[config.mk]
export PLATFORM = sky130hd
export DESIGN_NAME = ctl_cell
export DESIGN_NICKNAME = d
export VERILOG_FILES = /design/src/ctl_pkg.sv /design/src/ctl_cell.sv
export SDC_FILE = /design/constraint.sdc
export NUM_CORES = 1
export LEC_CHECK = 0
export BUFFER_PORTS_ARGS = -buffer_cell sky130_fd_sc_hd__buf_2
export CORE_AREA = 2 2 167 169
export DETAILED_ROUTE_END_ITERATION = 10
export DIE_AREA = 0 0 169 171
export HOLD_SLACK_MARGIN = 0.06
export PLACE_DENSITY_LB_ADDON = 0.08
export RECOVER_POWER = 100
export SLEW_MARGIN = 10
export SYNTH_ARGS = -nofsm -noshare
export SYNTH_HDL_FRONTEND = slang
export SYNTH_SLANG_ARGS = --single-unit
[constraint.sdc]
create_clock -name clk_i -period 11.5 [get_ports clk_i]
set_clock_uncertainty 0.2 [all_clocks]
set_input_delay 2.3 -clock clk_i [delete_from_list [all_inputs] [get_ports clk_i]]
set_output_delay 2.3 -clock clk_i [all_outputs]
set_load 0.02 [all_outputs]
[src/ctl_pkg.sv]
package ctl_pkg;

  localparam int unsigned DEPTH_DEF       = 64;
  localparam int unsigned TUPLE_WORDS_DEF = 3;
  localparam int unsigned MAX_WORDS       = 5;
  localparam int unsigned WORD_W          = 32;
  localparam int unsigned FUNC_W          = 4;
  localparam int unsigned LEN_W           = 7;
  localparam int unsigned CUR_W           = 6;
  localparam int unsigned IDX_MAX_W       = 9;
  localparam int unsigned IN_DATA_W       = 168;
  localparam int unsigned OUT_DATA_W      = 176;

  typedef enum logic [FUNC_W-1:0] {
    FN_INSERT    = 4'd0,
    FN_REMOVE    = 4'd1,
    FN_SWAP_FWD  = 4'd2,
    FN_SWAP_BACK = 4'd3,
    FN_CUR_FWD   = 4'd4,
    FN_CUR_BACK  = 4'd5,
    FN_GET       = 4'd6,
    FN_SET       = 4'd7,
    FN_CONTAINS  = 4'd8
  } func_e;

  typedef enum logic [1:0] {
    SH_NONE,
    SH_UP,
    SH_DOWN,
    SH_SWAP
  } shift_e;

  typedef struct packed {
    shift_e               mode;
    logic [IDX_MAX_W-1:0] lo;
    logic [IDX_MAX_W-1:0] hi;
    logic                 load;
    logic [IDX_MAX_W-1:0] load_idx;
    logic [IDX_MAX_W-1:0] len;
  } cell_ctrl_t;

endpackage

[src/ctl_cell.sv]
module ctl_cell #(
  parameter int unsigned K           = 0,
  parameter int unsigned TUPLE_WORDS = ctl_pkg::TUPLE_WORDS_DEF
) (
  input  logic                                        clk_i,
  input  ctl_pkg::cell_ctrl_t                         ctrl_i,
  input  logic [TUPLE_WORDS-1:0][ctl_pkg::WORD_W-1:0] key_i,
  input  logic [TUPLE_WORDS-1:0][ctl_pkg::WORD_W-1:0] prev_i,
  input  logic [TUPLE_WORDS-1:0][ctl_pkg::WORD_W-1:0] next_i,
  output logic [TUPLE_WORDS-1:0][ctl_pkg::WORD_W-1:0] data_o,
  output logic                                        match_o
);
  import ctl_pkg::*;

  localparam logic [IDX_MAX_W-1:0] MyIdx = IDX_MAX_W'(K);

  logic [TUPLE_WORDS-1:0][WORD_W-1:0] data_q, data_d;

  always_comb begin
    data_d = data_q;
    unique case (ctrl_i.mode)
      SH_UP: begin
        if (MyIdx > ctrl_i.lo && MyIdx <= ctrl_i.hi) data_d = prev_i;
      end
      SH_DOWN: begin
        if (MyIdx >= ctrl_i.lo && MyIdx < ctrl_i.hi) data_d = next_i;
      end
      SH_SWAP: begin
        if (MyIdx == ctrl_i.lo) begin
          data_d = next_i;
        end else if (MyIdx == ctrl_i.lo + 1'b1) begin
          data_d = prev_i;
        end
      end
      default: ;
    endcase
    if (ctrl_i.load && MyIdx == ctrl_i.load_idx) data_d = key_i;
  end

  always_ff @(posedge clk_i) begin
    data_q <= data_d;
  end

  assign data_o  = data_q;
  assign match_o = (MyIdx < ctrl_i.len) && (data_q == key_i);

endmodule

==> impl_metrics.csv <==
group,metric,value,unit
setup_path,worst_setup_path_start_kind,"primary input",
synthesis,netlist_area,5990,µm²
timing,timing.fmax,0.122,GHz
timing,relSlewSlack,-153,%
detailed_routing,routedWlPerCell,19.4,µm
finish,post_route_cells_drive_above_1_share,31.8,%
finish,fin_cells,1433,
finish,n_fill_cell,3076,
timing,worstMarginPinSlew,3800,ps
global_route,met2_usage,31.8,%
detailed_routing,vias_per_cell,4.48,
finish,final_nets,1408,
timing,setup_slack,3280,ps
clock_network,cts_resized,0,
synthesis,synth_edf_count,96,
synthesis,ys_seq_area_share,48.1,%
synthesis,yosysWarnings,0,
global_route,grt-ovfl-total,0,
clock_network,cts_hold_buf,0,
global_route,track_usage,18.2,%
synthesis,synth_top_area_share,48.1,%
placed_design,dp.cells,1415,
floorplan,row_count,61,
synthesis,ys_types,25,
clock_network,cts.path.max_buffers,2,
timing,setup_viol,0,
floorplan,initial_utilization,21.9,%
setup_path,worst-setup-path-type,"in -> reg",
power,p_leak,3.64,nW
global_route,use_met3,4.19,%
timing,setup_tns,0,ps
timing,min_period,8220,ps
placed_design,routabilityCongestion,0.751,
detailed_routing,postRouteAntennaNets,0,
power,ir_worst_vdd,0.0000591,V
setup_path,cp.arrival,7900,ps
setup_path,end_kind,"flop",
global_route,grt_pass1_wl,38600,µm
clock_network,cts_inserted_buffers,9,
setup_path,worstPathRequired,11190,ps
detailed_routing,totalWireLength,27800,µm
global_route,grtUsageMet1,22.7,%
finish,largest_reg_flops,96,
finish,utilization,31.2,%
setup_path,cp_cell_sequence,"buf_2, nor4_1, nand4b_1, clkbuf_2, o21ai_0, clkbuf_1",
clock_network,cts_max_level,3,
detailed_routing,first_pass_iters,6,
floorplan,die_h,171,µm
placed_design,place_hpwl,21600,µm
power,powerDensity,99.3,nW/µm²
synthesis,syn_inst,681,
setup_path,cpPeakStageDelay,2440,ps
floorplan,core_area,27300,µm²
synthesis,synth_area_per_cell,8.80,µm²
setup_path,cpLargestDelayFamily,"buffers and inverters",
placed_design,portBuffers,424,
setup_path,cp_slowest_cell,"clkbuf_1",
run_status,status,"finished with violations",
timing,rsz0062_at_grt,"no",
clock_network,cts_sinks,96,
floorplan,design.die.area,28900,µm²
global_route,grt_pass1_vias,6217,
global_route,antenna_found_initial,2,
timing,fin_crit_sh,71.5,%
detailed_routing,remaining_drc_errors,0,
finish,syn_to_final_growth,42.4,%
synthesis,syn_nets,1009,
synthesis,async_flop_share,0,%
global_route,grt.busiest_layer,"met2",
min_path,hold_path.class,"in -> reg",
global_route,grt_start_max_net_pins,194,
synthesis,synth_flop_cell,"edfxtp_1",
clock_network,clk_pin_slew,70,ps
job,cap_violations,4,
run_status,violations,"capacitance limit, slew limit",
clock_network,cts_tree,"built",
timing,slew_violations,343,
min_path,min_from,"prev_i[94]",
clock_network,clockRootBuffer,"clkbuf_16",
detailed_routing,first_iter_violations,313,
placed_design,pre_cts_ws,4420,ps
synthesis,yosys-top-cells-count,"nand2_1 (193), nor2_1 (100), a31oi_1 (98)",
clock_network,cts_setup_buffers,0,
synthesis,synth-seq-cells,96,
timing,hold_viol_final,0,
setup_path,worstPathBufferInverterCount,3,
synthesis,synth.most_common_cell,"nand2_1",
synthesis,synth_area_leader_cell,"edfxtp_1",
detailed_routing,vias,6416,
setup_path,cp-startpoint,"ctrl_i[10]",
floorplan,die_w,169,µm
floorplan,io_pins,425,
setup_path,crit_path_max_fanout,193,
timing,whs,2110,ps
synthesis,synthTopCellsByArea,"edfxtp_1 (48%), nand2_1 (12%), xor2_1 (11%), a31oi_1 (10%), nor2_1 (6.3%)",
## final timing paths
check / end / slack (ps) / cells past startpoint
max: data_o[84] / 3280 / 6
min: data_o[94] / 2110 / 3
## cells by family (layout without fill, tap and decap cells)
logic type             Yosys count  after routing  share of synthesized area [%]
AO/OA/AOI/OAI                  105            105                           11.0
other                            0              2                              0
XOR/XNOR                        92             92                           13.4
buffers and inverters           48            452                           4.22
AND/OR/NAND/NOR                340            340                           23.3
flip-flops                      96             96                           48.1
## final cells by class
cell class	count	area (µm²)	area share, %
Sequential cell	96	2880	33.8
Multi-Input combinational cell	537	2860	33.5
Clock inverter	6	68.8	0.806
Tap cell	346	433	5.07
Timing Repair Buffer	430	2030	23.8
Antenna cell	2	5.00	0.0587
Inverter	6	22.5	0.264
Clock buffer	10	229	2.68
## placed cells by master (no fill, tap or decap)
master / synthesis / layout
a21oi_1: 1 / 1
a22oi_1: 2 / 2
a31oi_1: 98 / 98
buf_2: 7 / 326
buf_4: 1 / 3
bufinv_16: 0 / 1
clkbuf_1: 26 / 101
clkbuf_16: 0 / 9
clkbuf_2: 0 / 1
clkinv_1: 0 / 1
clkinv_4: 0 / 1
clkinvlp_4: 0 / 2
diode_2: 0 / 2
edfxtp_1: 96 / 96
inv_1: 6 / 6
inv_8: 0 / 1
nand2_1: 193 / 193
nand2b_1: 1 / 1
nand3_1: 3 / 3
nand4_1: 11 / 11
nand4b_1: 1 / 1
nor2_1: 100 / 100
nor2_4: 0 / 1
nor3_1: 4 / 4
nor4_1: 24 / 25
o21ai_0: 1 / 1
o22ai_1: 2 / 2
o31ai_1: 1 / 1
or4_1: 1 / 1
xnor2_1: 16 / 16
xor2_1: 76 / 76
## metal layers
| metal | vias up | wire length [µm] | part of all wire (%) |
|---|---|---|---|
| li1 | 3196 | - | - |
| met1 | 2942 | 11800 | 43 |
| met2 | 262 | 13700 | 49 |
| met3 | 16 | 1950 | 7.0 |
| met4 | 0 | 335 | 1.2 |
| met5 | - | 0 | 0 |
## through the flow
step	power (W)	cell area, µm²
after floorplan	0.000456	5990
after global placement	0.000538	8400
after detailed placement	0.000539	8400
after CTS	0.000866	8700
after global routing	0.000889	8530
final	0.000847	8530
## worst min-delay path, delay by kind of cell
| family | cells | cell delay, ps |
|---|---|---|
| AOI/OAI and AO/OA | 1 | 120 |
| buffers and inverters | 1 | 80 |
| and+or+nand+nor | 1 | 40 |
## power breakdown
part	total (W)	leakage [nW]	internal, W	switching (W)
logic	0.000138	2.66	0.0000683	0.0000699
clock network	0.000319	0.138	0.000171	0.000149
registers	0.000390	0.841	0.000389	0.000000786
No activity file was read; power rests on OpenSTA's default activity.
